$ cat config.mk
export PLATFORM = sky130hd
export DESIGN_NAME = ovs_vec_unit
export DESIGN_NICKNAME = d
export VERILOG_FILES = /design/src/ovs_pkg.sv /design/src/ovs_vec_unit.sv
export SDC_FILE = /design/constraint.sdc
export NUM_CORES = 2
export LEC_CHECK = 0
export ABC_AREA = 1
export BUFFER_PORTS_ARGS = -buffer_cell sky130_fd_sc_hd__buf_4
export CAP_MARGIN = 20
export CORE_ASPECT_RATIO = 0.75
export CORE_MARGIN = 2
export CORE_UTILIZATION = 45
export CTS_CLUSTER_SIZE = 12
export DETAILED_ROUTE_END_ITERATION = 16
export PLACE_DENSITY_LB_ADDON = 0.2
export SLEW_MARGIN = 20
export SYNTH_ARGS = -nofsm -noshare
export SYNTH_HDL_FRONTEND = slang
export SYNTH_SLANG_ARGS = --single-unit
$ cat constraint.sdc
create_clock -name clk_i -period 10.5 [get_ports clk_i]
set_input_delay 1.575 -clock clk_i [delete_from_list [all_inputs] [get_ports clk_i]]
set_output_delay 1.575 -clock clk_i [all_outputs]
set_load 0.05 [all_outputs]
$ cat src/ovs_pkg.sv
`default_nettype none
package ovs_pkg;

  localparam logic [2:0] CMD_INSERT  = 3'd0;
  localparam logic [2:0] CMD_DELETE  = 3'd1;
  localparam logic [2:0] CMD_SET_REF = 3'd2;
  localparam logic [2:0] CMD_DROP    = 3'd3;
  localparam logic [2:0] CMD_LOWEST  = 3'd4;
  localparam logic [2:0] CMD_CLOSEST = 3'd5;

  localparam logic [2:0] ST_OK        = 3'd0;
  localparam logic [2:0] ST_EMPTY     = 3'd1;
  localparam logic [2:0] ST_FULL      = 3'd2;
  localparam logic [2:0] ST_NOT_FOUND = 3'd3;
  localparam logic [2:0] ST_TOO_WIDE  = 3'd4;

  localparam logic [1:0] CFG_POINT_X   = 2'd0;
  localparam logic [1:0] CFG_POINT_Y   = 2'd1;
  localparam logic [1:0] CFG_POINT_Z   = 2'd2;
  localparam logic [1:0] CFG_COS_LIMIT = 2'd3;

  localparam logic [15:0] COS_LIMIT_RESET = 16'd16384;

  typedef struct packed {
    logic [2:0]         command;
    logic [15:0]        obs_id;
    logic signed [31:0] cam_x;
    logic signed [31:0] cam_y;
    logic signed [31:0] cam_z;
    logic signed [31:0] score;
  } in_item_t;

  typedef struct packed {
    logic [2:0]         status;
    logic               found;
    logic [15:0]        result_id;
    logic signed [31:0] best_cosine;
    logic [4:0]         entry_total;
  } out_item_t;

  typedef struct packed {
    logic [15:0]        handle;
    logic signed [31:0] pos_x;
    logic signed [31:0] pos_y;
    logic signed [31:0] pos_z;
    logic signed [31:0] score;
  } entry_t;

  // three 33-bit signed differences, and three Q2.30 unit components
  typedef logic [2:0][32:0] vec3w_t;
  typedef logic [2:0][31:0] vec3u_t;

  typedef struct packed {
    logic start;
    logic op_dot;
  } unit_req_t;

  typedef struct packed {
    logic               done;
    logic signed [34:0] dot;
  } unit_rsp_t;

  function automatic logic [32:0] pos_diff(input logic [31:0] a, input logic [31:0] b);
    pos_diff = {a[31], a} - {b[31], b};
  endfunction

endpackage
`default_nettype wire

$ cat src/ovs_vec_unit.sv
`default_nettype none
// Shared vector unit: normalize a difference vector to Q2.30, or take the
// dot product of a given vector with the last unit vector (result >>> 30).
module ovs_vec_unit (
  input  wire logic               clk_i,
  input  wire logic               rst_ni,
  input  wire ovs_pkg::unit_req_t req_i,
  input  wire ovs_pkg::vec3w_t    vec_i,
  output ovs_pkg::vec3u_t         u_o,
  output ovs_pkg::unit_rsp_t      rsp_o
);

  localparam logic [2:0] U_IDLE  = 3'd0;
  localparam logic [2:0] U_SCALE = 3'd1;
  localparam logic [2:0] U_SQ    = 3'd2;
  localparam logic [2:0] U_SQRT  = 3'd3;
  localparam logic [2:0] U_DIV   = 3'd4;
  localparam logic [2:0] U_DOT   = 3'd5;
  localparam logic [2:0] U_DONE  = 3'd6;

  logic [2:0]         state_q;
  logic               op_dot_q;
  logic [2:0][32:0]   m_q;
  logic [2:0]         neg_q;
  logic [64:0]        acc_q;
  logic signed [65:0] prod_q;
  logic [5:0]         cnt_q;
  logic [1:0]         ax_q;
  logic [63:0]        r_q;
  logic [63:0]        bit_q;
  logic [33:0]        rem_q;
  logic [29:0]        quo_q;
  ovs_pkg::vec3u_t    u_q;

  logic [32:0]        mx;
  logic [1:0]         sel;
  logic signed [32:0] mul_a;
  logic signed [32:0] mul_b;
  logic [63:0]        sq_try;
  logic               sq_ge;
  logic [33:0]        div_cur;
  logic               div_ge;
  logic [33:0]        div_rem;
  logic [30:0]        q_full;
  logic [31:0]        u_val;
  logic               take;

  always_comb begin
    mx = m_q[0];
    if (m_q[1] > mx) begin
      mx = m_q[1];
    end
    if (m_q[2] > mx) begin
      mx = m_q[2];
    end
  end

  assign sel   = (cnt_q[1:0] == 2'd3) ? 2'd0 : cnt_q[1:0];
  assign mul_a = $signed(m_q[sel]);
  assign mul_b = op_dot_q ? $signed({u_q[sel][31], u_q[sel]}) : $signed(m_q[sel]);

  assign sq_try = r_q + bit_q;
  assign sq_ge  = (acc_q[63:0] >= sq_try);

  assign div_cur = (cnt_q == 6'd0) ? {1'b0, m_q[ax_q]} : {rem_q[32:0], 1'b0};
  assign div_ge  = (div_cur >= {1'b0, r_q[32:0]});
  assign div_rem = div_ge ? (div_cur - {1'b0, r_q[32:0]}) : div_cur;
  assign q_full  = {quo_q, div_ge};
  assign u_val   = neg_q[ax_q] ? (32'd0 - {1'b0, q_full}) : {1'b0, q_full};

  assign take = req_i.start && ((state_q == U_IDLE) || (state_q == U_DONE));

  always_ff @(posedge clk_i or negedge rst_ni) begin
    if (!rst_ni) begin
      state_q <= U_IDLE;
    end else begin
      case (state_q)
        U_IDLE, U_DONE: begin
          if (take) begin
            state_q <= req_i.op_dot ? U_DOT : U_SCALE;
          end else begin
            state_q <= U_IDLE;
          end
        end
        U_SCALE: begin
          if (mx == 33'd0) begin
            state_q <= U_DONE;
          end else if (mx[32:30] != 3'd0) begin
            state_q <= U_SQ;
          end
        end
        U_SQ: begin
          if (cnt_q == 6'd3) begin
            state_q <= U_SQRT;
          end
        end
        U_SQRT: begin
          if (cnt_q == 6'd31) begin
            state_q <= U_DIV;
          end
        end
        U_DIV: begin
          if ((cnt_q == 6'd30) && (ax_q == 2'd2)) begin
            state_q <= U_DONE;
          end
        end
        U_DOT: begin
          if (cnt_q == 6'd3) begin
            state_q <= U_DONE;
          end
        end
        default: state_q <= U_IDLE;
      endcase
    end
  end

  always_ff @(posedge clk_i) begin
    case (state_q)
      U_IDLE, U_DONE: begin
        if (take) begin
          op_dot_q <= req_i.op_dot;
          cnt_q    <= 6'd0;
          acc_q    <= '0;
          for (int i = 0; i < 3; i++) begin
            neg_q[i] <= vec_i[i][32];
            if (req_i.op_dot || !vec_i[i][32]) begin
              m_q[i] <= vec_i[i];
            end else begin
              m_q[i] <= 33'd0 - vec_i[i];
            end
          end
        end
      end
      U_SCALE: begin
        // bring the largest magnitude into [2^30, 2^31)
        if (mx == 33'd0) begin
          u_q <= '0;
        end else if (mx[32:31] != 2'd0) begin
          for (int i = 0; i < 3; i++) m_q[i] <= m_q[i] >> 1;
        end else if (!mx[30]) begin
          if (mx[30:26] == 5'd0) begin
            for (int i = 0; i < 3; i++) m_q[i] <= m_q[i] << 4;
          end else begin
            for (int i = 0; i < 3; i++) m_q[i] <= m_q[i] << 1;
          end
        end
      end
      U_SQ, U_DOT: begin
        if (cnt_q != 6'd3) begin
          prod_q <= mul_a * mul_b;
        end
        if (cnt_q != 6'd0) begin
          acc_q <= acc_q + prod_q[64:0];
        end
        if (cnt_q == 6'd3) begin
          cnt_q <= 6'd0;
          r_q   <= 64'd0;
          bit_q <= 64'd1 << 62;
        end else begin
          cnt_q <= cnt_q + 6'd1;
        end
      end
      U_SQRT: begin
        if (sq_ge) begin
          acc_q[63:0] <= acc_q[63:0] - sq_try;
          r_q         <= (r_q >> 1) + bit_q;
        end else begin
          r_q <= r_q >> 1;
        end
        bit_q <= bit_q >> 2;
        if (cnt_q == 6'd31) begin
          cnt_q <= 6'd0;
          ax_q  <= 2'd0;
        end else begin
          cnt_q <= cnt_q + 6'd1;
        end
      end
      U_DIV: begin
        rem_q <= div_rem;
        quo_q <= q_full[29:0];
        if (cnt_q == 6'd30) begin
          u_q[ax_q] <= u_val;
          ax_q      <= ax_q + 2'd1;
          cnt_q     <= 6'd0;
        end else begin
          cnt_q <= cnt_q + 6'd1;
        end
      end
      default: ;
    endcase
  end

  assign u_o        = u_q;
  assign rsp_o.done = (state_q == U_DONE);
  assign rsp_o.dot  = $signed(acc_q[64:30]);

endmodule
`default_nettype wire

=== Word-level counts from Yosys, hierarchy flattened ===
Cells that the tools add are included.

* Bits in registers: 531
* Latch bits: 0
* Memory bits (writable): 0
* ROM bits: 0
* Output and inout bits: 132
* Word-level logic and storage cells: 155
* Memories: 0

* Add/sub/neg operators: 11
* Multipliers: 1
* Div/mod/pow operators: 0
* $lt $le $gt $ge: 7
* Equal/unequal tests: 25
* Shifts and indexed selects: 0
* Multiplexer cells: 57
* Bitwise operators: 0
* Reduce and logical (&&, ||, !) cells: 36

{| class="wikitable"
|+ Operators with widths
! cell !! number
|-
| two-way mux 99 bit || 5
|-
| two-way mux 33 bit || 9
|-
| two-way mux 64 bit || 4
|-
| one-hot mux 64 bit (2 select lines) || 2
|-
| one-hot mux 99 bit (2 select lines) || 1
|-
| two-way mux 96 bit || 2
|-
| one-hot mux 64 bit (3 select lines) || 1
|-
| one-hot mux 96 bit (2 select lines) || 1
|-
| binary-select mux 33 bit (select 2 bit) || 2
|-
| two-way mux 65 bit || 2
|-
| subtractor 1 x 33 -> 33 bit (first input constant) || 3
|-
| bitwise mux 96 bit || 1
|-
| two-way mux 32 bit || 3
|-
| greater-than comparator 33 bit || 2
|-
| adder 65 bit || 1
|-
| multiplier 33 x 33 -> 65 bit || 1
|-
| adder 63 x 64 -> 64 bit || 1
|-
| adder 64 bit || 1
|-
| binary-select mux 32 bit (select 2 bit) || 1
|-
| demux 32 bit (select 2 bit) || 1
|-
| >= comparator 64 bit || 1
|-
| subtractor 64 bit || 1
|-
| >= comparator 34 x 33 -> 1 bit || 1
|-
| two-way mux 34 bit || 1
|-
| 40 further kinds || 89
|}

=== Depth between registers and ports, before layout ===
* Depth after elaboration: 10
* Depth in mapped cells: 43

=== Least setup slack after synthesis ===
Ideal clock, no wire load.

* Path kind: reg-to-reg
* From: reg cnt_q[0]
* To: reg prod_q[64], data pin
* Setup time: 254 ps
* Arrival time: 8809 ps
* Slack: 1437 ps
* Cell stages (with the launch flop): 31
* Cells stage by stage: edfxtp_1 > inv_1 > ha_1 > buf_2 > buf_1 > buf_2 > buf_1 > o221ai_1 > o21ai_0 > clkbuf_1 > nor2_1 > fa_1 > fa_1 > fa_1 > inv_1 > fa_1 > inv_1 > fa_1 > fa_1 > fa_1 > inv_1 > fa_1 > inv_1 > ha_1 > a21oi_1 > a21boi_0 > o221ai_1 > a21o_1 > a21oi_1 > xor2_1 > inv_1

* Word-level cells in the longest chain between the ends: 6

{| class="wikitable"
|+ RTL lines
! item !! line !! source
|-
| start, declared || ovs_vec_unit.sv:27 || <nowiki>logic [5:0] cnt_q;</nowiki>
|-
| start signal, assigned || ovs_vec_unit.sv:160 || <nowiki>cnt_q <= cnt_q + 6'd1;</nowiki>
|-
| start signal, assigned || ovs_vec_unit.sv:175 || <nowiki>cnt_q <= cnt_q + 6'd1;</nowiki>
|-
| start signal, assigned || ovs_vec_unit.sv:186 || <nowiki>cnt_q <= cnt_q + 6'd1;</nowiki>
|-
| == test 2 bit || ovs_vec_unit.sv:58 || <nowiki>assign sel = (cnt_q[1:0] == 2'd3) ? 2'd0 : cnt_q[1:0];</nowiki>
|-
| two-way mux 2 bit * || ovs_vec_unit.sv:58 ||
|-
| binary-select mux 33 bit (select 2 bit) / binary-select mux 32 bit (select 2 bit) (equally long branches) || ovs_vec_unit.sv:59, ovs_vec_unit.sv:60 ||
|-
| two-way mux 33 bit (implied by the code) / two-way mux 32 bit (equally long branches) || ovs_vec_unit.sv:59, ovs_vec_unit.sv:60 ||
|-
| two-way mux 33 bit || ovs_vec_unit.sv:60 || <nowiki>assign mul_b = op_dot_q ? $signed({u_q[sel][31], u_q[sel]}) : $signed(m_q[sel]);</nowiki>
|-
| multiplier 33 x 33 -> 65 bit * || ovs_vec_unit.sv:150 || <nowiki>prod_q <= mul_a * mul_b;</nowiki>
|-
| end signal, assigned || ovs_vec_unit.sv:150 ||
|-
| end, declared || ovs_vec_unit.sv:26 || <nowiki>logic signed [65:0] prod_q;</nowiki>
|}

Every way passes the cells marked *; elsewhere a longest branch is shown, timed or not. The select of a mux whose other input is x is not followed.
A chain may end at the register's enable or synchronous reset.

=== Final worst setup path ===
* From: reg cnt_q[1]
* To: reg prod_q[62], data pin

Same word-level chain as after synthesis.

==> results.sh <==
export IMPL_vias=75800
export IMPL_viasPerCell=5.77
export IMPL_cts_made_buffers=55
export IMPL_slew_headroom_pct=9.24
export IMPL_grt_pass1_vias=72800
export IMPL_ctsResizeCount=0
export IMPL_syn_nets=12400
export IMPL_grt_max_degree=85
export IMPL_final_net_count=12500
export IMPL_worstMarginPinSlew_ns=1.34
export IMPL_cts_path_max_buffers=3
export IMPL_drc=0
export IMPL_cp_depth=31
export IMPL_crit_required_ns=10.92
export IMPL_ant_nets=0
export IMPL_cts_tree="yes"
export IMPL_finalHoldViolCount=0
export IMPL_final_min_clock_period_ns=10.32
export IMPL_postSynth_asyncResetShare_pct=0.601
export IMPL_wl_per_cell_um=25.2
export IMPL_slowest_stage="fa_1"
export IMPL_worst_setup_path_end_kind="flip-flop"
export IMPL_worstPathMaxFanout=43
export IMPL_avgSynthCellArea_um2=7.77
export IMPL_final_setup_tns_ns=0
export IMPL_wl_mm=331
export IMPL_r2r_start="cnt_q[1]"
export IMPL_setup_violations=0
export IMPL_grt_use_total_pct=34.7
export IMPL_die_w_um=498
export IMPL_r2r_setup_slack_ns=0.18
export IMPL_fin_crit_sh_pct=98.3
export IMPL_synth_edf_count=496
export IMPL_rsz0062_at_grt="false"
export IMPL_crit_family="adder cells"
export IMPL_syn_area_mm2=0.0824
export IMPL_portBuffers=234
export IMPL_pin_count=235
export IMPL_timing_fmax_ghz=0.0969
export IMPL_dr_pass1_iters=9
export IMPL_drive_gt1_share_pct=5.96
export IMPL_critPathKind="flip-flop to flip-flop"
export IMPL_clk_latency_ns=0.74
export IMPL_grt_ovfl_total=0
export IMPL_antenna_found_initial=5
export IMPL_synth_cells=10600
export IMPL_grt_pass1_wl_mm=484
export IMPL_regArea_mm2=0.0150
export IMPL_synth_ff_type="edfxtp_1"
export IMPL_crit_top_cell="fa_1"
export IMPL_die_h_um=375
export IMPL_crit_buf_inv=9
export IMPL_critPathArrivalTime_ns=10.74
export IMPL_rows=135
export IMPL_hpwl_mm=273
export IMPL_start_kind="flip-flop"
export IMPL_htree_levels=2
export IMPL_drt_iter0_drc=9606
export IMPL_core_area_mm2=0.181
export IMPL_ys_seq_area_share_pct=18.2
export IMPL_clock_skew_ns=0.0688
export IMPL_reg2reg_depth=31
export IMPL_yosysWarningCount=0
export IMPL_endpoint="prod_q[62]"
export IMPL_ys_seq_elements=499
export IMPL_startpoint="cnt_q[1]"
export IMPL_cts_root_buffer="clkbuf_16"
export IMPL_synth_distinct_cells=67
export IMPL_clkSlewWorstSetupHoldPaths_ns=0.06
export IMPL_slew_violations=0
export IMPL_r2r_end="prod_q[62]"
export IMPL_nFillCells=17900
export IMPL_cts_hold_buf=0
export IMPL_start_util_pct=45.5
export IMPL_cts_setup_buffers=0
export IMPL_drv_cap=0
export IMPL_status="finished, final reports clean"
export IMPL_area_delta_synth_final_pct=7.92
export IMPL_hp_class="flip-flop to flip-flop"
export IMPL_critPathMaxStageDelay_ns=0.82
export IMPL_die_area_mm2=0.187
export IMPL_gp_congestion=1.07
export IMPL_cts_sinks=499
export IMPL_multi_input_area_mm2=0.0579
## registers in the layout (all words and copies together) (netlist names)
signal / cells
op_dot_q: 1
r_q: 64
prod_q: 65
ax_q: 2
m_q: 99
u_o: 96
rem_q: 33
cnt_q: 6
acc_q: 65
neg_q: 3
bit_q: 32
quo_q: 30
state_q: 3
## worst register-to-register path: cells and delay by family (launching register included)
kind            cells  cell delay, ns
flops               1            0.47
simple gates        7            1.19
xor+xnor            1            0.16
compound gates      4            1.43
buf+inv             9            1.73
fa+ha+maj          10            5.06
## layout make-up
cell class	count	share of cell area, %
multi-input cells	7601	65.1
well taps	2397	3.37
inverters	2109	8.92
clock inverters	31	0.363
repair inverters	1	0.00844
diodes	3	0.00844
clock buffers	65	1.59
repair buffers	437	3.80
flip-flops and latches	499	16.8
## worst min-delay path by stage
stage | depth (start not counted) | slack [ns] | endpoint | from
after CTS | 0 | 0.49 | quo_q[9] | quo_q[8]
after global placement | 0 | 0.47 | quo_q[2] | quo_q[1]
after global routing | 0 | 0.51 | quo_q[9] | quo_q[8]
after detailed placement | 0 | 0.46 | quo_q[2] | quo_q[1]
final | 0 | 0.48 | quo_q[2] | quo_q[1]
after floorplan | 0 | 0.44 | quo_q[1] | quo_q[0]
## cells in the mapped netlist (all sizes together) (34+ instances only)
cell	count	area [um2]
clkbuf	268	1010
inv	2079	7800
xor2	203	1780
buf	134	759
ha	520	6510
o21a	64	480
or2	61	382
edfxtp	496	14900
o21ai	821	4120
a31oi	77	482
o22ai	41	257
a21oi	671	3370
a21o	34	255
nor2	1199	4530
nor4	43	275
fa	1139	22800
nand3	249	1280
xnor2	131	1150
nand4	58	363
nand2	1928	7250
o211ai	93	698
nor3	115	581
## logic make-up (layout without fill, tap and decap cells)
logic type                 after synthesis  in the layout  share of synthesized area, %
DFF                                    499            499                          18.2
AOI/OAI and AO/OA                     1916           1916                          12.9
buffers and inverters                 2511           2643                          11.7
xor gates and xnor gates               334            334                          3.55
adders and majority gates             1659           1659                          35.6
muxes                                    1              1                        0.0121
other                                    0              3                             0
and+or+nand+nor                       3691           3691                          18.1
## stage by stage
stage          area [um2]  util [%]  setup WS [ns]  hold WS (ns)  std cells
4_1_cts             88800      49.0          0.359         0.485      13100
3_3_place_gp        87100      48.1          0.466         0.468      13000
3_5_place_dp        87100      48.1          0.368         0.464      13000
5_1_grt             88900      49.1         0.0718         0.509      13100
2_1_floorplan       82400         -           1.44         0.444      10600
6_report            88900      49.1          0.177         0.482      13100
## metal layers
layer	wire, um	up-vias	global-route usage, %
li1	-	33700	-
met1	147000	37000	51.9
met2	125000	4642	45.9
met3	48400	485	13.6
met4	9970	10	8.71
met5	576	-	1.74
## placed cells by master (no fill, tap or decap), drive strengths merged, types with 34 or more instances in the layout
cell	count
inv	2075
nand2	1928
nor2	1199
fa	1139
o21ai	821
a21oi	671
ha	520
edfxtp	496
buf	437
nand3	249
xor2	203
xnor2	131
nor3	115
o211ai	93
a31oi	77
clkbuf	65
o21a	64
or2	61
nand4	58
clkinv	52
nor4	43
o22ai	41
a21o	34
Power is not shown: default switching activity piles up to over one toggle a cycle in this logic, so the estimate is an artifact.
